===== src/hdl/sfc_pkg.sv =====
`timescale 1ns / 1ps

package sfc_pkg;

  localparam int DEF_MAX_WIDTH  = 1024;
  localparam int DEF_PIXEL_BITS = 16;

  localparam int W_NEAR    = 2;
  localparam int W_CENTRE  = 84;
  localparam int W_DIVISOR = 100;

  localparam int FW_BITS       = 11;
  localparam int FH_BITS       = 16;
  localparam int CFG_DATA_BITS = 16;
  localparam int CFG_IDX_BITS  = 1;

  localparam int RESET_WIDTH  = 1024;
  localparam int RESET_HEIGHT = 1024;

  typedef enum logic [CFG_IDX_BITS-1:0] {
    CFG_FRAME_WIDTH  = 1'b0,
    CFG_FRAME_HEIGHT = 1'b1
  } cfg_reg_e;

  // control word of an item entering the window stage
  typedef struct packed {
    logic emit;     // item releases a result
    logic at_edge;  // centre in last column: right column duplicated
    logic shift;    // new column enters the window
    logic bot_px;   // bottom tap of new column is the incoming pixel
    logic top_sel;  // line buffer holding the upper row
    logic clamp_t;
    logic clamp_b;
    logic clamp_l;
    logic last;
    logic clr;      // frame done, window cleared afterwards
  } s1_ctl_t;

  typedef struct packed {
    logic we0;
    logic we1;
    logic re;
  } ram_en_t;

endpackage


===== src/hdl/sfc_div.sv =====
`timescale 1ns / 1ps

module sfc_div #(
  parameter int PIXEL_BITS = sfc_pkg::DEF_PIXEL_BITS
) (
  input  logic                  clk_i,
  input  logic                  rst_ni,
  input  logic                  v_i,
  input  logic [PIXEL_BITS+6:0] total_i,
  input  logic                  last_i,
  output logic                  ready_o,
  output logic                  m_valid_o,
  output logic [PIXEL_BITS-1:0] m_data_o,
  output logic                  m_last_o,
  input  logic                  m_ready_i
);

  localparam int TW = PIXEL_BITS + 7;
  localparam int NB = PIXEL_BITS + 6;
  localparam int SH = NB + 7;
  localparam int MB = NB + 1;
  localparam int PB = NB + MB;
  localparam logic [63:0] RECIP =
    ((64'd1 << SH) + 64'(sfc_pkg::W_DIVISOR - 1)) / 64'(sfc_pkg::W_DIVISOR);
  localparam logic [MB-1:0] RECIP_M = MB'(RECIP);

  logic                  va_q, vb_q, vc_q;
  logic                  ra, rb, rc;
  logic                  neg_a_q, neg_b_q, last_a_q, last_b_q, last_c_q;
  logic [NB-1:0]         mag_q;
  logic [TW-1:0]         abs_d;
  logic [PB-1:0]         prod_q;
  logic [PIXEL_BITS-1:0] quo, res_d, res_q;

  assign rc      = !vc_q || m_ready_i;
  assign rb      = !vb_q || rc;
  assign ra      = !va_q || rb;
  assign ready_o = ra;

  assign abs_d = total_i[TW-1] ? (~total_i + TW'(1)) : total_i;
  assign quo   = prod_q[SH +: PIXEL_BITS];
  assign res_d = neg_b_q ? (~quo + PIXEL_BITS'(1)) : quo;

  always_ff @(posedge clk_i or negedge rst_ni) begin
    if (!rst_ni) begin
      va_q <= 1'b0;
      vb_q <= 1'b0;
      vc_q <= 1'b0;
    end else begin
      if (ra) begin
        va_q <= v_i;
      end
      if (rb) begin
        vb_q <= va_q;
      end
      if (rc) begin
        vc_q <= vb_q;
      end
    end
  end

  always_ff @(posedge clk_i) begin
    if (ra) begin
      mag_q    <= abs_d[NB-1:0];
      neg_a_q  <= total_i[TW-1];
      last_a_q <= last_i;
    end
    if (rb) begin
      prod_q   <= PB'(mag_q) * PB'(RECIP_M);
      neg_b_q  <= neg_a_q;
      last_b_q <= last_a_q;
    end
    if (rc) begin
      res_q    <= res_d;
      last_c_q <= last_b_q;
    end
  end

  assign m_valid_o = vc_q;
  assign m_data_o  = res_q;
  assign m_last_o  = last_c_q;

endmodule


===== config.mk =====
export PLATFORM = sky130hd
export DESIGN_NAME = sfc_div
export DESIGN_NICKNAME = d
export VERILOG_FILES = /design/src/hdl/sfc_pkg.sv /design/src/hdl/sfc_div.sv
export SDC_FILE = /design/constraint.sdc
export NUM_CORES = 1
export LEC_CHECK = 0
export BUFFER_PORTS_ARGS = -buffer_cell sky130_fd_sc_hd__clkbuf_2
export CORE_ASPECT_RATIO = 0.75
export CORE_MARGIN = 2
export CORE_UTILIZATION = 55
export DETAILED_ROUTE_END_ITERATION = 12
export GPL_ROUTABILITY_DRIVEN = 0
export GPL_TIMING_DRIVEN = 0
export MAX_ROUTING_LAYER = met4
export PLACE_DENSITY = 0.69
export SLEW_MARGIN = 20
export SYNTH_ARGS = -nofsm -noshare
export SYNTH_HDL_FRONTEND = slang
export SYNTH_SLANG_ARGS = --single-unit

===== constraint.sdc =====
create_clock -name clk_i -period 13.7 [get_ports clk_i]
set_input_delay 2.055 -clock clk_i [delete_from_list [all_inputs] [get_ports clk_i]]
set_output_delay 2.055 -clock clk_i [all_outputs]
set_load 0.005 [all_outputs]

==> After elaboration in Yosys (flattened, before gate mapping) <==
Index checks and enable logic that the tools add are counted.
W data, S select, Z words.
{ "word_totals": {"inputBits": 28, "output_inout_bits": 19, "regBits": 90, "wordCells": 24} }
{ "classes": {"bitwise": 2, "n_reduce_logical": 6, "addsub": 2, "n_mul": 1, "mux": 2} }
{ "op_table": {"columns": ["op", "count"], "rows": [
  ["$mul A22 B22 Y44 const B", 1],
  ["$add A22 B1 Y22 const B", 1],
  ["$mux W22", 1],
  ["$not A22 Y22", 1],
  ["$add A16 B1 Y16 const B", 1],
  ["$mux W16", 1],
  ["$not A16 Y16", 1],
  ["$logic_not A1 Y1", 3],
  ["$logic_or A1 B1 Y1", 3]
]} }

==> Depth between registers and ports, before layout <==
{ "logic_depth": {"ltp_word": 4, "depth_mapped": 23, "mapped_depth_nobuf": 23} }

==> Worst setup path after synthesis <==
No wires, ideal clock.
{ "synth_timing": {"path_kind": "register to register", "start": "register mag_q[13]", "end": "register prod_q[43], data pin", "path_slack_ns": 7.675, "n_path_buf": 0, "required_ns": 13.440, "period_less_slack_ns": 6.025, "t_arrival_ns": 5.765, "stages_incl_launch_ff": 22, "setup_time_ns": 0.260, "path_cell_list": "edfxtp_1 > ha_1 > inv_1 > fa_1 > fa_1 > inv_1 > fa_1 > fa_1 > fa_1 > inv_1 > fa_1 > inv_1 > ha_1 > a21oi_1 > nor2_1 > o211ai_1 > and4bb_2 > o31ai_4 > a221oi_2 > o31a_2 > o21ai_2 > xor2_1"} }
{ "synth_via": {"elab_chain_len": 1} }
{ "synth_lines": {"columns": ["element", "line", "text"], "rows": [
  ["start: declaration", "sfc_div.sv:30", "logic [NB-1:0] mag_q;"],
  ["start signal: assignment", "sfc_div.sv:64", "mag_q <= abs_d[NB-1:0];"],
  ["$mul A22 B22 Y44", "sfc_div.sv:69", "prod_q <= PB'(mag_q) * PB'(RECIP_M);"],
  ["end signal: assignment", "sfc_div.sv:69", null],
  ["end: declaration", "sfc_div.sv:32", "logic [PB-1:0] prod_q;"]
]} }
Every way passes these cells.
A chain may end at the register's enable or synchronous reset.

==> Final worst setup path <==
{ "layout_timing": {"start": "register mag_q[14]", "end": "register prod_q[43], data pin"} }
Same word-level chain as after synthesis.

==> metrics.yaml <==
status: "complete, no violations"
ys_warn_count: 0
grt_usage_pct: 24.39
cp.required_ps: 13780
die_y_um: 128.9
numClockSinks: 62
setup_viol: 0
setup-tns-final_ps: 0
cap_violations: 0
syn_avg_cell_area_sq_um: 10.63
gr-usage-met3_pct: 6.736
detail_route.first_pass.iterations: 5
crit_path_max_incr_delay_ps: 630
cpMostUsedCell: "fa_1"
grt_pass1_vias: 7394
wl_per_cell_um: 16.97
slowest_stage: "fa_1"
grt_pass1_wl_mm: 38.77
critPathTopFamily: "adder cells"
postCtsHoldBufs: 0
critical_path.startpoint: "mag_q[14]"
layout_min_cycle_time_ps: 6815
worst_pin_slew_ps: 963.8
viasPerCell: 5.118
start_util_pct: 56.26
drc: 0
numPortBuffers: 46
cts-root-buf: "clkbuf_16"
dieArea_sq_um: 21970
insertion_delay_ps: 340
dr.first_iter.drc_count: 446
slew_violations: 0
num_rows: 45
synth_common_cells: "inv_1, ha_1, fa_1, edfxtp_1, xnor2_1"
dr_total_vias: 7273
grt_antenna_before_repair: 0
core_sq_um: 20330
crit_type: "reg -> reg"
syn-num-nets: 1521
cts_tree: "built"
cp-end-kind: "flop"
grt-busiest-layer: "met1"
start_kind: "flop"
use_met2_pct: 34.37
yosysMostFrequentCell: "inv_1"
ys_ff_latch: 62
clockBufferDepth: 2
place_area_sq_um: 12030
finalInstanceArea_sq_um: 12350
critPathBufInv: 4
rsz0062_at_grt: "false"
yosysTopAreaCell: "fa_1"
arrival_ps: 6900
synth_top_area_share_pct: 31.16
syn_inst: 1076
syn_area_sq_um: 11440
crit_fanout: 8
fmax_mhz: 146.7
postRouteAntennaNets: 0
wl_mm: 24.12
postCtsResizedCells: 0
use_met1_pct: 35.52
synth_cell_types: 57
nets: 1579
r2r_start: "mag_q[14]"
path_cells: "ha_1 > inv_1 > fa_1 > fa_1 > inv_1 > fa_1 > fa_1 > fa_1 > inv_1 > fa_1 > inv_1 > ha_1 > and3_2 > nand4_1 > and4bb_2 > o31ai_4 > a221oi_2 > o31a_2 > o21ai_2 > xor2_1"
drive_gt1_share_pct: 6.848
fp.dieW_um: 170.5
grt_max_degree: 20
fin_crit_sh_pct: 49.74
synth_edf_count: 59
relSlewSlack_pct: 35.75
finalHoldViolations: 0
pin_count: 47
synth.area.top_cells: "fa_1, ha_1, edfxtp_1"
fin_worst_skew_ps: 6.098
postCtsSetupRepairBufs: 0
fin_hold_ws_ps: 419.0
clkTransAtPathRegs_ps: 60
htreeDepth: 3
hp-start: "last_b_q"
cts_buffers: 9
synth_top_flop_cell: "edfxtp_1"
yosysSeqAreaShare_pct: 16.15
async_reset_ff_share_pct: 4.839
num_antenna_cells: 0
grt_overflow: 0
hpwl_mm: 21.01
syn_to_final_growth_pct: 7.954
hold_class: "reg -> reg"
==> metrics by stage <==
| step | util [%] | setup WS, ps | std cells |
|---|---|---|---|
| 2_1_floorplan | - | 7675 | 1076 |
| 3_3_place_gp | 59.13 | 6995 | 1404 |
| 3_5_place_dp | 59.19 | 6924 | 1405 |
| 4_1_cts | 60.74 | 6933 | 1421 |
| 5_1_grt | 60.74 | 6664 | 1421 |
| 6_report | 60.74 | 6885 | 1421 |
==> placed cells by master, fill, tap and decap left out, types with 3 or more instances in the layout <==
master,count
o41ai_1,5
nand2b_1,6
or4_1,3
and3_1,5
xor2_1,13
o211ai_1,5
nand3_1,6
a21oi_1,23
nand4_1,8
o21ai_0,14
a21o_1,26
nor3_1,4
inv_1,325
ha_1,239
nor2_1,17
clkbuf_16,9
clkbuf_2,46
xnor2_1,40
nand2_1,34
o21ai_1,6
dfrtp_1,3
fa_1,178
clkbuf_1,5
o31ai_1,11
edfxtp_1,59
==> metal layers <==
metal | wire length, um | part of all wire [%]
met5 | 0 | 0
met4 | 257 | 1.1
met3 | 1834 | 7.6
met2 | 9963 | 41
met1 | 12070 | 50
==> flip-flops by register name (all words and copies together) (netlist names) <==
register   cells
m_valid_o      1
prod_q        16
last_b_q       1
va_q           1
neg_a_q        1
last_a_q       1
m_last_o       1
neg_b_q        1
mag_q         22
vb_q           1
m_data_o      16
==> worst paths after layout <==
check	end	slack (ps)	depth (start not counted)
min	m_last_o	420	0
max in group asynchronous	m_valid_o	12090	1
min in group asynchronous	va_q	1500	1
min reg2reg	m_last_o	420	0
max reg2reg	prod_q[43]	6890	20
max	prod_q[43]	6890	20
==> logic make-up (layout without fill, tap and decap cells) <==
logic type	count (synthesis)	after routing	synth area share, %
flip-flops	62	62	16.15
AND/OR/NAND/NOR	100	100	4.573
AO/OA/AOI/OAI	113	113	6.893
buffers and inverters	331	394	11.02
XOR/XNOR	53	53	4.059
adder cells (fa/ha/maj)	417	417	57.31
==> layout make-up <==
| cell class | instances | area (sq um) |
|---|---|---|
| Multi-Input combinational cell | 683 | 8329 |
| Buffer | 6 | 40.04 |
| Sequential cell | 62 | 1847 |
| Tap cell | 282 | 352.8 |
| Clock buffer | 10 | 229.0 |
| Timing Repair Buffer | 47 | 241.5 |
| Inverter | 325 | 1220 |
| Fill cell | 1730 | 7980 |
| Clock inverter | 6 | 86.33 |
Power is not shown: default switching activity piles up to over one toggle a cycle in this logic, so the estimate is an artifact.
