===== src/hdl/sfc_pkg.sv =====
`timescale 1ns / 1ps

package sfc_pkg;

  localparam int DEF_MAX_WIDTH  = 1024;
  localparam int DEF_PIXEL_BITS = 16;

  localparam int W_NEAR    = 2;
  localparam int W_CENTRE  = 84;
  localparam int W_DIVISOR = 100;

  localparam int FW_BITS       = 11;
  localparam int FH_BITS       = 16;
  localparam int CFG_DATA_BITS = 16;
  localparam int CFG_IDX_BITS  = 1;

  localparam int RESET_WIDTH  = 1024;
  localparam int RESET_HEIGHT = 1024;

  typedef enum logic [CFG_IDX_BITS-1:0] {
    CFG_FRAME_WIDTH  = 1'b0,
    CFG_FRAME_HEIGHT = 1'b1
  } cfg_reg_e;

  // control word of an item entering the window stage
  typedef struct packed {
    logic emit;     // item releases a result
    logic at_edge;  // centre in last column: right column duplicated
    logic shift;    // new column enters the window
    logic bot_px;   // bottom tap of new column is the incoming pixel
    logic top_sel;  // line buffer holding the upper row
    logic clamp_t;
    logic clamp_b;
    logic clamp_l;
    logic last;
    logic clr;      // frame done, window cleared afterwards
  } s1_ctl_t;

  typedef struct packed {
    logic we0;
    logic we1;
    logic re;
  } ram_en_t;

endpackage


===== src/hdl/sfc_ctrl.sv =====
`timescale 1ns / 1ps

module sfc_ctrl #(
  parameter int MAX_WIDTH  = sfc_pkg::DEF_MAX_WIDTH,
  parameter int PIXEL_BITS = sfc_pkg::DEF_PIXEL_BITS
) (
  input  logic                               clk_i,
  input  logic                               rst_ni,
  input  logic                               cfg_we_i,
  input  logic [sfc_pkg::CFG_IDX_BITS-1:0]   cfg_idx_i,
  input  logic [sfc_pkg::CFG_DATA_BITS-1:0]  cfg_data_i,
  input  logic                               s_valid_i,
  output logic                               s_ready_o,
  input  logic                               s_action_i,
  input  logic [PIXEL_BITS-1:0]              s_pixel_i,
  input  logic                               dn_ready_i,
  output sfc_pkg::ram_en_t                   ram_en_o,
  output logic [$clog2(MAX_WIDTH)-1:0]       ram_addr_o,
  output logic [PIXEL_BITS-1:0]              ram_wdata_o,
  output logic                               v1_o,
  output sfc_pkg::s1_ctl_t                   ctl_o,
  output logic [PIXEL_BITS-1:0]              px_o
);

  localparam int CW = $clog2(MAX_WIDTH + 1);
  localparam int AW = $clog2(MAX_WIDTH);
  localparam int PW = $clog2(MAX_WIDTH + 2);
  localparam int FW = sfc_pkg::FW_BITS;
  localparam int FH = sfc_pkg::FH_BITS;

  logic [FW-1:0] fw_q, fw_d;
  logic [FH-1:0] fh_q, fh_d;
  logic [CW-1:0] ic_q, ic_d, oc_q, oc_d;
  logic [FH-1:0] ir_q, ir_d, or_q, or_d;
  logic [PW-1:0] pend_q, pend_d;
  logic          v1_q, v1_d;
  sfc_pkg::s1_ctl_t ctl_q, ctl_d;
  logic [PIXEL_BITS-1:0] px_q;

  logic [CW-1:0] eff_w;
  logic [FH-1:0] eff_h;
  logic [CW-1:0] ic_inc, oc_inc;
  logic          act, pend, do_any, restart;
  sfc_pkg::ram_en_t ram_en;

  always_comb begin
    if (fw_q < FW'(2)) begin
      eff_w = CW'(2);
    end else if (32'(fw_q) > 32'(MAX_WIDTH)) begin
      eff_w = CW'(MAX_WIDTH);
    end else begin
      eff_w = CW'(fw_q);
    end
    eff_h = (fh_q < FH'(2)) ? FH'(2) : fh_q;
  end

  assign s_ready_o = !v1_q || dn_ready_i;
  assign act       = s_valid_i && s_ready_o;
  assign pend      = (pend_q != '0);
  assign ic_inc    = ic_q + CW'(1);
  assign oc_inc    = oc_q + CW'(1);

  always_comb begin
    fw_d    = fw_q;
    fh_d    = fh_q;
    ic_d    = ic_q;
    ir_d    = ir_q;
    oc_d    = oc_q;
    or_d    = or_q;
    pend_d  = pend_q;
    ctl_d   = '0;
    ram_en  = '0;
    do_any  = 1'b0;
    restart = 1'b0;
    if (cfg_we_i) begin
      case (sfc_pkg::cfg_reg_e'(cfg_idx_i))
        sfc_pkg::CFG_FRAME_WIDTH:  fw_d = cfg_data_i[FW-1:0];
        sfc_pkg::CFG_FRAME_HEIGHT: fh_d = cfg_data_i[FH-1:0];
        default: ;
      endcase
      restart = 1'b1;
    end else if (act) begin
      if (!pend) begin
        if (!s_action_i) begin
          do_any         = 1'b1;
          ram_en.we0     = !ir_q[0];
          ram_en.we1     = ir_q[0];
          ram_en.re      = 1'b1;
          ctl_d.shift    = 1'b1;
          ctl_d.bot_px   = 1'b1;
          ctl_d.top_sel  = ir_q[0];
          ctl_d.at_edge  = (ic_q == '0);
          ctl_d.emit     = (ic_q == '0) ? (ir_q >= FH'(2)) : (ir_q >= FH'(1));
          if (ic_inc >= eff_w) begin
            ic_d = '0;
            ir_d = ir_q + FH'(1);
            if (ir_q + FH'(1) >= eff_h) begin
              pend_d = PW'(eff_w) + PW'(1);
            end
          end else begin
            ic_d = ic_inc;
          end
        end
      end else begin
        // drain: a virtual row below the frame
        do_any        = 1'b1;
        ctl_d.emit    = 1'b1;
        ctl_d.at_edge = (ic_q == '0) || (ic_q >= eff_w);
        ctl_d.shift   = (ic_q < eff_w);
        ctl_d.top_sel = ir_q[0];
        ram_en.re     = (ic_q < eff_w);
        ic_d          = ic_inc;
        pend_d        = pend_q - PW'(1);
        if (pend_q == PW'(1)) begin
          restart   = 1'b1;
          ctl_d.clr = 1'b1;
        end
      end
      if (ctl_d.emit) begin
        ctl_d.clamp_t = (or_q == '0);
        ctl_d.clamp_b = (or_q >= eff_h - FH'(1));
        ctl_d.clamp_l = (oc_q == '0);
        ctl_d.last    = (or_q >= eff_h - FH'(1)) && (oc_q >= eff_w - CW'(1));
        if (oc_inc >= eff_w) begin
          oc_d = '0;
          or_d = or_q + FH'(1);
        end else begin
          oc_d = oc_inc;
        end
      end
    end
    if (restart) begin
      ic_d   = '0;
      ir_d   = '0;
      oc_d   = '0;
      or_d   = '0;
      pend_d = '0;
    end
  end

  assign v1_d = act ? do_any : (v1_q && !dn_ready_i);

  always_ff @(posedge clk_i or negedge rst_ni) begin
    if (!rst_ni) begin
      fw_q   <= FW'(sfc_pkg::RESET_WIDTH);
      fh_q   <= FH'(sfc_pkg::RESET_HEIGHT);
      ic_q   <= '0;
      ir_q   <= '0;
      oc_q   <= '0;
      or_q   <= '0;
      pend_q <= '0;
      v1_q   <= 1'b0;
    end else begin
      fw_q   <= fw_d;
      fh_q   <= fh_d;
      ic_q   <= ic_d;
      ir_q   <= ir_d;
      oc_q   <= oc_d;
      or_q   <= or_d;
      pend_q <= pend_d;
      v1_q   <= v1_d;
    end
  end

  always_ff @(posedge clk_i) begin
    if (act) begin
      ctl_q <= ctl_d;
      px_q  <= s_pixel_i;
    end
  end

  assign ram_en_o    = ram_en;
  assign ram_addr_o  = ic_q[AW-1:0];
  assign ram_wdata_o = s_pixel_i;
  assign v1_o        = v1_q;
  assign ctl_o       = ctl_q;
  assign px_o        = px_q;

  a_pend_row: assert property (@(posedge clk_i) disable iff (!rst_ni)
    pend_q != '0 |-> ir_q == eff_h)
    else $error("drain pending outside the row below the frame");

  a_col_range: assert property (@(posedge clk_i) disable iff (!rst_ni)
    ic_q <= eff_w)
    else $error("input column beyond frame width");

  a_out_row: assert property (@(posedge clk_i) disable iff (!rst_ni)
    or_q < eff_h)
    else $error("output row beyond frame height");

  a_s1_hold: assert property (@(posedge clk_i) disable iff (!rst_ni)
    v1_q && !dn_ready_i |=> v1_q && $stable(ctl_q))
    else $error("window stage item lost under stall");

endmodule


===== config.mk =====
export PLATFORM = sky130hd
export DESIGN_NAME = sfc_ctrl
export DESIGN_NICKNAME = d
export VERILOG_FILES = /design/src/hdl/sfc_pkg.sv /design/src/hdl/sfc_ctrl.sv
export SDC_FILE = /design/constraint.sdc
export NUM_CORES = 1
export LEC_CHECK = 0
export BUFFER_PORTS_ARGS = -buffer_cell sky130_fd_sc_hd__buf_2
export CORE_UTILIZATION = 55
export DETAILED_ROUTE_END_ITERATION = 10
export HOLD_SLACK_MARGIN = 0.05
export PLACE_DENSITY = 0.72
export SYNTH_ARGS = -nofsm -noshare
export SYNTH_HDL_FRONTEND = slang
export SYNTH_SLANG_ARGS = --single-unit

===== constraint.sdc =====
create_clock -name clk_i -period 5.2 [get_ports clk_i]
set_input_delay 0.78 -clock clk_i [delete_from_list [all_inputs] [get_ports clk_i]]
set_output_delay 0.78 -clock clk_i [all_outputs]
set_load 0.02 [all_outputs]

# ---- Yosys cells after proc, flatten, opt, wreduce, memory -nomap -nowiden
# Cells that the tools add are included.
dict set report totals {
  reg_bits 119
  input_bits 39
  out_inout_bits 57
}
dict set report op_classes {
  reduce_logical 27
  n_mux 51
  bitwise 2
  add_sub_neg 8
  order_cmp 12
  eq_ne 5
}
# operator n
set op_table {}
lappend op_table {{11-bit two-way mux} 20}
lappend op_table {{16-bit two-way mux} 12}
lappend op_table {{11-bit greater-or-equal comparator} 4}
lappend op_table {{11-bit by 1-bit adder with 11-bit output (second input constant)} 3}
lappend op_table {{16-bit by 1-bit adder with 16-bit output (second input constant)} 2}
lappend op_table {{16-bit greater-or-equal comparator} 2}
lappend op_table {{11-bit zero test} 2}
lappend op_table {{11-bit by 1-bit subtractor with 11-bit output (second input constant)} 2}
lappend op_table {{3-bit two-way mux} 6}
lappend op_table {{16-bit by 1-bit greater-or-equal comparator with 1-bit output (second input constant)} 1}
lappend op_table {{16-bit by 2-bit greater-or-equal comparator with 1-bit output (second input constant)} 1}
lappend op_table {{16-bit zero test} 1}
lappend op_table {{16-bit by 2-bit < comparator with 1-bit output (second input constant)} 1}
lappend op_table {{16-bit by 1-bit subtractor with 16-bit output (second input constant)} 1}
lappend op_table {{11-bit by 1-bit equality test with 1-bit output (second input constant)} 1}
lappend op_table {{11-bit greater-than comparator (second input constant)} 1}
lappend op_table {{11-bit < comparator} 1}
lappend op_table {{11-bit by 2-bit < comparator with 1-bit output (second input constant)} 1}
lappend op_table {{1-bit two-way mux} 11}
lappend op_table {{11-bit nonzero test} 1}
lappend op_table {{5-bit AND reduction} 2}
lappend op_table {{2-bit nonzero test} 4}
lappend op_table {{2-bit by 1-bit inequality test with 1-bit output (second input constant)} 3}
lappend op_table {{3-bit AND reduction} 2}
lappend op_table {{11 further kinds} 20}

# ---- Longest topological paths before layout
# Gate-level depths: netlist (run 1).
dict set report logic_depth {
  ltp_word 12
  ltp_mapped 17
}

# ---- Worst setup path before layout (run 1)
# OpenSTA, ideal clock, no wires.
dict set report synth_path {
  path_type {reg-to-reg}
  startpoint {register fh_q[13]}
  endpoint {register ctl_q, in the netlist ctl_o[1], data pin}
  arrival_ns 3.647
  stages_incl_launch_ff 17
  required_ns 4.932
  slack_ns 1.285
  cell_sequence {dfrtp_1 or4_1 or3_1 or4_1 o21ai_0 ha_1 nand2_1 nor3_1 nand3_1 xnor2_1 ha_1 a21o_1 a21o_1 a21oi_1 o21ai_0 a21oi_1 a311oi_1}
}
dict set report synth_via {
  elab_chain_cells 5
}
# element line_no
set synth_lines {}
lappend synth_lines {{from (decl)} sfc_ctrl.sv:32} ;# logic [FH-1:0] fh_q, fh_d;
lappend synth_lines {{from (signal assigned)} sfc_ctrl.sv:146} ;# fh_q <= FH'(sfc_pkg::RESET_HEIGHT);
lappend synth_lines {{from (signal assigned)} sfc_ctrl.sv:155} ;# fh_q <= fh_d;
lappend synth_lines {{16-bit by 2-bit < comparator with 1-bit output} sfc_ctrl.sv:54} ;# eff_h = (fh_q < FH'(2)) ? FH'(2) : fh_q;
lappend synth_lines {{16-bit two-way mux *} sfc_ctrl.sv:54}
lappend synth_lines {{16-bit by 1-bit subtractor with 16-bit output *} sfc_ctrl.sv:123} ;# ctl_d.last = (or_q >= eff_h - FH'(1)) && (oc_q >= eff_w - CW'(1));
lappend synth_lines {{16-bit greater-or-equal comparator *} sfc_ctrl.sv:123}
lappend synth_lines {{1-bit logical AND *} sfc_ctrl.sv:123}
lappend synth_lines {{to (signal assigned)} sfc_ctrl.sv:167} ;# ctl_q <= ctl_d;
lappend synth_lines {{to (decl)} sfc_ctrl.sv:37} ;# sfc_pkg::s1_ctl_t ctl_q, ctl_d;
# Every way passes the cells marked *; elsewhere a longest branch is shown, timed or not.
# A chain may end at the register's enable or synchronous reset.

# ---- Worst setup path after layout (run 1)
dict set report layout_path {
  startpoint {register fh_q[12]}
  endpoint {register ctl_q, in the netlist ctl_o[1], data pin}
}
# Same word-level chain as after synthesis.

==> results by group, run 1 <==
Outcome
  • Status: finished clean

Setup path
  • CP endpoint kind: flip-flop
  • R2r startpoint: fh_q[12]
  • R2R setup slack: 0.81 ns
  • Reg2reg path depth: 16
  • Crit path DAT: 4.54 ns
  • WP data required: 5.35 ns
  • Crit-path max FO: 5
  • Critical path launch point type: flip-flop
  • Worst reg2reg path endpoint: ctl_o[1]
  • WS Path Type: flip-flop to flip-flop

Power and ir drop
  • Pwr dens: 366.5 mW/mm²
  • Peak supply drop: 0.2643 mV
  • Pleak: 4.400 nW
  • Sw Pwr: 1.236 mW
  • Reg power frac: 34.5%
  • Int Pwr: 2.245 mW
  • Clock power share: 33.2%
  • Total Power: 3.481 mW
  • Switching share of power: 35.50%
  • Gate power share: 32.3%

Place
  • Post-DP HPWL: 15260 µm
  • Placer Congestion: 0.9002
  • Buffers on Ports: 95
  • Total placed cells including tap cells: 1137
  • Placed Area: 0.008920 mm²

STA
  • Fin. Hold Viols: 0
  • Max-slew violation count: 0
  • Unrepaired setup endpoints after global routing: false
  • Post-Route Setup TNS: 0 ns
  • Fin crit period: 4.389 ns
  • Period Utilization, post-route: 84.41%
  • Clock skew: 0.009853 ns
  • Worst-Margin Slew: 0.9787 ns
  • Final setup vio count: 0
  • Max Clock Freq: 227.8 MHz
  • Max_slew headroom: 34.62%

Global routing
  • GRT Util Overall: 26.87%
  • First-pass GRT wire length: 33260 µm
  • Initial antenna violation count: 0
  • Number of global-route vias before repair: 6310
  • Global route overflow: 0
  • Largest net degree at the start of global routing: 49

Final layout
  • N_diodes: 0
  • Layout area overhead: 11.98%
  • Area of the multi-input gates: 0.004916 mm²
  • Nets: 1098
  • Design Area, Final: 0.009499 mm²
  • Seq. cell area: 0.003110 mm²
  • Fin util: 62.72%
  • Layout cells sized above 1: 17.84%
  • Fill count: 1225
  • Cell Count, Final, Fillers Out: 1169

Drt
  • Detailed-route DRC error count: 0
  • Vias per Instance: 5.962
  • Routed len/inst: 17.69 µm
  • Router iterations before antenna repair: 6
  • WL final: 20680 µm
  • Post-route ant nets: 0
  • Vias: 6969
  • DRT iter0 DRCs: 430

Synthesis
  • Mapped Cells: 905
  • Avg Cell Area, Syn: 9.374 µm²
  • FF+latch count, synth: 119
  • Post-synth net total: 1035
  • Most used DFF post-synth: dfrtp_1
  • Async set or reset register ratio after synthesis: 78.15%
  • Register area share after synthesis: 36.67%
  • Post-Syn Area: 0.008483 mm²
  • Ys Warns: 0
  • Synth cell types: 72
  • Number of enable flip-flop cells after synthesis: 26

Floorplan
  • Die height: 126.2 µm
  • Row cnt: 45
  • Core area: 0.01515 mm²
  • Die X: 126.2 µm
  • Die area: 0.01592 mm²
  • I/O pin cnt: 96
  • Initial core utilization: 56.01%

Clock tree
  • Clk slew on worst S/H paths: 0.05 ns
  • H-Tree Depth: 4
  • CTS root buf: clkbuf_16
  • TritonCTS Sinks: 119
  • Worst-skew pair later-pin latency: 0.43 ns
  • Hold buffers post-CTS: 0
  • Clock Tree Buf Depth: 2
  • Setup Fix Bufs, Post-CTS: 0
  • CTS resizes: 0
  • CTS tree: yes
  • CTS Buf Count: 17

Hold path
  • Hold Crit Class: primary input to async pin

Flow run
  • Max_cap viols: 0
cell type report:
type | count | share of cell area (%)
flip-flops and latches | 119 | 32.74
inverters | 36 | 1.423
well taps | 188 | 2.476
clock buffers | 23 | 5.032
clock inverters | 9 | 1.067
multi-input cells | 693 | 51.75
repair buffers | 101 | 5.506
layer usage:
| metal | global-route usage [%] | share of wire [%] | up-vias |
|---|---|---|---|
| met5 | 0 | 0 | - |
| met4 | 10.77 | 2.2 | 0 |
| met3 | 5.055 | 6.1 | 33 |
| met2 | 41.34 | 45 | 276 |
| met1 | 37.37 | 47 | 3283 |
| li1 | - | - | 3377 |
worst max-delay path, stage by stage, from the launching register on:
cell and delay, ns:
dfrtp_1 0.39, or4_1 0.55, or3_1 0.33, or4_1 0.46
o21ai_0 0.34, ha_1 0.26, nand2_1 0.14, nor3_1 0.28
nand3_1 0.14, xnor2_1 0.14, ha_1 0.18, a21o_1 0.19
a21o_1 0.18, a21oi_1 0.14, o21ai_0 0.09, a21oi_1 0.21
a311oi_1 0.09
registers in the layout, indices dropped and copies added, names as in the netlist:
register / count
ctl_o: 10
fh_q: 16
fw_q: 11
ic_q: 11
ir_q: 16
oc_q: 11
or_q: 16
pend_q: 11
px_o: 16
v1_o: 1
how the worst max path moves through the flow:
stage	depth (start not counted)	from	slack, ns	endpoint
floorplan	16	fh_q[13]	1.28	ctl_o[1]
global placement	16	fh_q[13]	1.01	ctl_o[1]
detailed placement	16	fh_q[13]	0.87	ctl_o[1]
CTS	16	fh_q[13]	0.81	ctl_o[1]
global route	16	fh_q[13]	0.58	ctl_o[1]
finish	16	fh_q[12]	0.81	ctl_o[1]
Yosys cell counts, drive strengths merged, types with 6 or more instances:
library cell	count	area share (%)
inv	36	1.6
nand3	42	2.5
ha	91	13
a21oi	48	2.9
nand2	55	2.4
or3	15	1.2
and3	16	1.2
nand4	14	1.0
nor2	91	4.1
edfxtp	26	9.2
o211ai	9	0.86
nor3	26	1.6
o21a	6	0.53
a21o	12	1.1
clkbuf	20	0.88
nand2b	7	0.52
nor3b	8	0.71
nor4	19	1.5
a32o	7	0.83
xnor2	50	5.2
xor2	27	2.8
o21ai	53	3.2
or4	6	0.62
dfrtp	91	27
nor2b	7	0.52
buf	37	3.0
mux2	25	3.3
power groups by stage:
stage	logic, mW	clock network (mW)	registers (mW)
6_report	1.12	1.15	1.20
5_1_grt	1.25	1.21	1.22
4_1_cts	1.12	1.17	1.20
3_5_place_dp	1.10	0	1.21
3_3_place_gp	1.09	0	1.21
2_1_floorplan	0.841	0	1.20
stage by stage:
stage	hold slack, ns	setup WS (ns)
after floorplan	0.4706	1.285
after global placement	0.4892	1.014
after detailed placement	0.4936	0.8679
after CTS	0.3733	0.8121
after global routing	0.4161	0.5806
final	0.3553	0.8106
placed cells by master (no fill, tap or decap), types with 36 or more instances in the layout:
master,Yosys,layout
nand3_1,41,41
nand2_1,55,55
a21oi_1,47,47
nor2_1,89,89
ha_1,91,91
xnor2_1,50,50
buf_2,2,94
inv_1,36,36
dfrtp_1,91,91
o21ai_0,50,50
cells by family (layout without fill, tap and decap cells):
kind of cell    Yosys count  count (layout)  share of synthesized area, %
fa+ha+maj                91              91                         13.42
buf+inv                  93             169                         5.516
flops                   119             119                         36.67
simple gates            322             322                         19.48
compound gates          174             174                         13.17
xor+xnor                 77              77                         7.950
mux                      29              29                         3.791
Power figures use the tool's default switching activity.
==> run 2: changes to the inputs <==
ABC_AREA = 1   (was unset)
PLACE_DENSITY = 0.74   (was 0.72)
clock period = 3.7 ns   (was 5.2 ns; I/O delays follow)
==> run 2 against run 1 <==
Compared with the run above:
- clock skew increased by 0.0030 ns
- die area up 7.4%
- wire length rose by 10%
- global-route usage is 1.1 points higher
- non-clock buffer count grew 13
- first-iteration DRC count increased by 18%
- setup slack worse by 0.61 ns
- synthesized cell count grew 32%
- sequential power increased by 53%
- flip-flop and latch count did not move
- largest cell class unchanged
- largest power group is now combinational cells
==> results by group, run 2 <==
Final layout
  • Commonest non-fill, non-tap cell in the layout: nand2_1
  • Cell Count, Final, Fillers Out: 1501
  • Layout area overhead: 13.19%
  • Layout cells sized above 1: 15.95%
  • N_diodes: 0
  • Most frequent cells in the layout: nand2_1 (263), inv_1 (137), nor2_1 (105)
  • Nets: 1402

Setup path
  • R2R setup slack: 0.20 ns
  • WS Path Type: flip-flop to output port
  • Crit path DAT: 2.94 ns
  • Crit path launch: fw_q[10]
  • R2r startpoint: fh_q[5]
  • Reg2reg path depth: 23
  • Setup crit end: ram_en_o[0]
  • Worst reg2reg path endpoint: ctl_o[1]
  • CP endpoint kind: output port
  • Crit-path max FO: 13
  • WP data required: 3.14 ns
  • Critical path launch point type: flip-flop

Place
  • Buffers on Ports: 95
  • Post-DP HPWL: 16760 µm
  • Pre-CTS WS: 0.1293 ns
  • Total placed cells including tap cells: 1462
  • Placer Congestion: 0.8827

Drt
  • Vias: 8206
  • Detailed-route DRC error count: 0
  • DRT iter0 DRCs: 506
  • Vias per Instance: 5.467
  • Routed len/inst: 15.18 µm
  • Router iterations before antenna repair: 5
  • Post-route ant nets: 0
  • WL final: 22790 µm

Power and ir drop
  • Pleak: 5.304 nW
  • Total Power: 5.593 mW
  • Peak supply drop: 0.3648 mV
  • Pwr dens: 542.0 mW/mm²

Synthesis
  • Count leader, synth: nand2_1
  • Post-synthesis simple-gate area fraction: 29.57%
  • Complex-gate fraction of the synthesized area: 7.136%
  • Fraction of synthesized area in multiplexers: 0%
  • Register area share after synthesis: 34.12%
  • Synth cell types: 44
  • Post-synth net total: 1322
  • XOR/XNOR Fraction of Synth Area: 6.628%
  • Post-Syn Area: 0.009117 mm²
  • Number of enable flip-flop cells after synthesis: 26
  • Mapped Cells: 1192
  • FF+latch count, synth: 119
  • Avg Cell Area, Syn: 7.649 µm²
  • Most used DFF post-synth: dfrtp_1
  • Synth area leaders: dfrtp_1 (25%), ha_1 (12%), nand2_1 (11%)
  • Share of the synthesized area in the top cell type: 24.98%
  • Ys Warns: 0
  • Area leader, netlist: dfrtp_1
  • Largest family of logic cells by synthesized area: simple AND/OR/NAND/NOR gates
  • Synth cell count leaders: nand2_1 (270), inv_1 (140), nor2_1 (113), nand3_1 (93)
  • Synth Area in Adders: 12.49%
  • Async set or reset register ratio after synthesis: 78.15%

Clock tree
  • Clk slew on worst S/H paths: 0.06 ns
  • H-Tree Depth: 4
  • Worst-skew pair later-pin latency: 0.43 ns
  • Clock Tree Buf Depth: 2
  • CTS tree: yes
  • CTS root buf: clkbuf_16
  • CTS Buf Count: 17
  • Hold buffers post-CTS: 0
  • TritonCTS Sinks: 119

Floorplan
  • Die area: 0.01710 mm²
  • Row cnt: 46
  • I/O pin cnt: 96
  • Core area: 0.01606 mm²
  • Die height: 130.8 µm
  • Die X: 130.8 µm
  • Initial core utilization: 56.78%

Global routing
  • First-pass GRT wire length: 36790 µm
  • Global route overflow: 0
  • Initial antenna violation count: 0
  • GRT Util Overall: 27.98%
  • Largest net degree at the start of global routing: 70
  • Number of global-route vias before repair: 7676

Flow run
  • Max_cap viols: 0

STA
  • Max-slew violation count: 0
  • Period Utilization, post-route: 94.58%
  • Max Clock Freq: 285.8 MHz
  • Fin crit period: 3.499 ns
  • Hold slack: 0.2674 ns
  • Post-Route Setup TNS: 0 ns
  • Worst-Margin Slew: 0.9449 ns
  • Final setup vio count: 0
  • Fin. Hold Viols: 0
  • Unrepaired setup endpoints after global routing: true
  • Clock skew: 0.01285 ns
  • Final setup margin: 0.2007 ns
  • Max_slew headroom: 36.86%

Hold path
  • Hold Crit Class: primary input to async pin

Outcome
  • Status: finished clean
## run 2: cell count changes after synthesis, moves of 25 or more
cell     change
inv_1      +104
nand3_1     +52
nand4_1     +39
xor2_1      +29
nand2_1    +215
mux2_2      -25
xnor2_1     -37
## run 2: what timing repair did
action                     in CTS  in global routing
setup endpoints to repair       1                 19
buffers inserted                0                  7
gates resized for setup         5                 29
pin swaps                       0                 10
gates cloned                    0                  0
## run 2: through the flow
step	util [%]	instance area, µm²
final	64.27	10320
after global placement	59.73	9592
after CTS	63.32	10170
after floorplan	-	9117
after global routing	64.27	10320
after detailed placement	59.73	9592
## run 2: worst min path at each step
stage	endpoint	slack, ns
floorplan	fh_q[0]	0.26
global placement	fh_q[5]	0.49
detailed placement	pend_q[7]	0.50
CTS	ir_q[10]	0.31
global route	px_o[5]	0.31
finish	ir_q[10]	0.27
## run 2: final cells by class
class | count | area [µm²]
clock buffers | 24 | 491.7
clock inverters | 8 | 72.57
fillers | 1398 | 5738
inverters | 146 | 553.0
multi-input cells | 874 | 5201
flip-flops and latches | 119 | 3110
well taps | 216 | 270.3
repair buffers | 114 | 620.6
## run 2: logic make-up after synthesis
logic type | count (synthesis)
buffers and inverters | 199
flip-flops | 119
AND/OR/NAND/NOR | 595
AO/OA/AOI/OAI | 119
XOR/XNOR | 69
adder cells (fa/ha/maj) | 91
## run 2: routing by layer
metal	global-route usage, %	wire length (µm)	vias to the layer above
met5	0	0	-
met4	10.21	478	0
met3	5.171	1070	40
met2	47.09	11200	224
met1	35.87	10040	3841
li1	-	-	4101
## run 2: worst max-delay path: stages (launching register included)
cell and delay [ns]:
dfstp_2 0.61, inv_1 0.07, nor3_1 0.13, nand2_1 0.11, nand2_4 0.16, nand2_2 0.17, ha_1 0.35, a21oi_1 0.13
o21ai_0 0.11, nand2_1 0.10, o2111ai_1 0.11, nand2_1 0.09, inv_1 0.07, nor3_1 0.14, buf_2 0.19
## run 2: report_power, final
group          switching, mW  internal, mW
Sequential             0.262          1.56
Clock                  0.605         0.990
Combinational           1.38         0.790
Total                   2.25          3.34
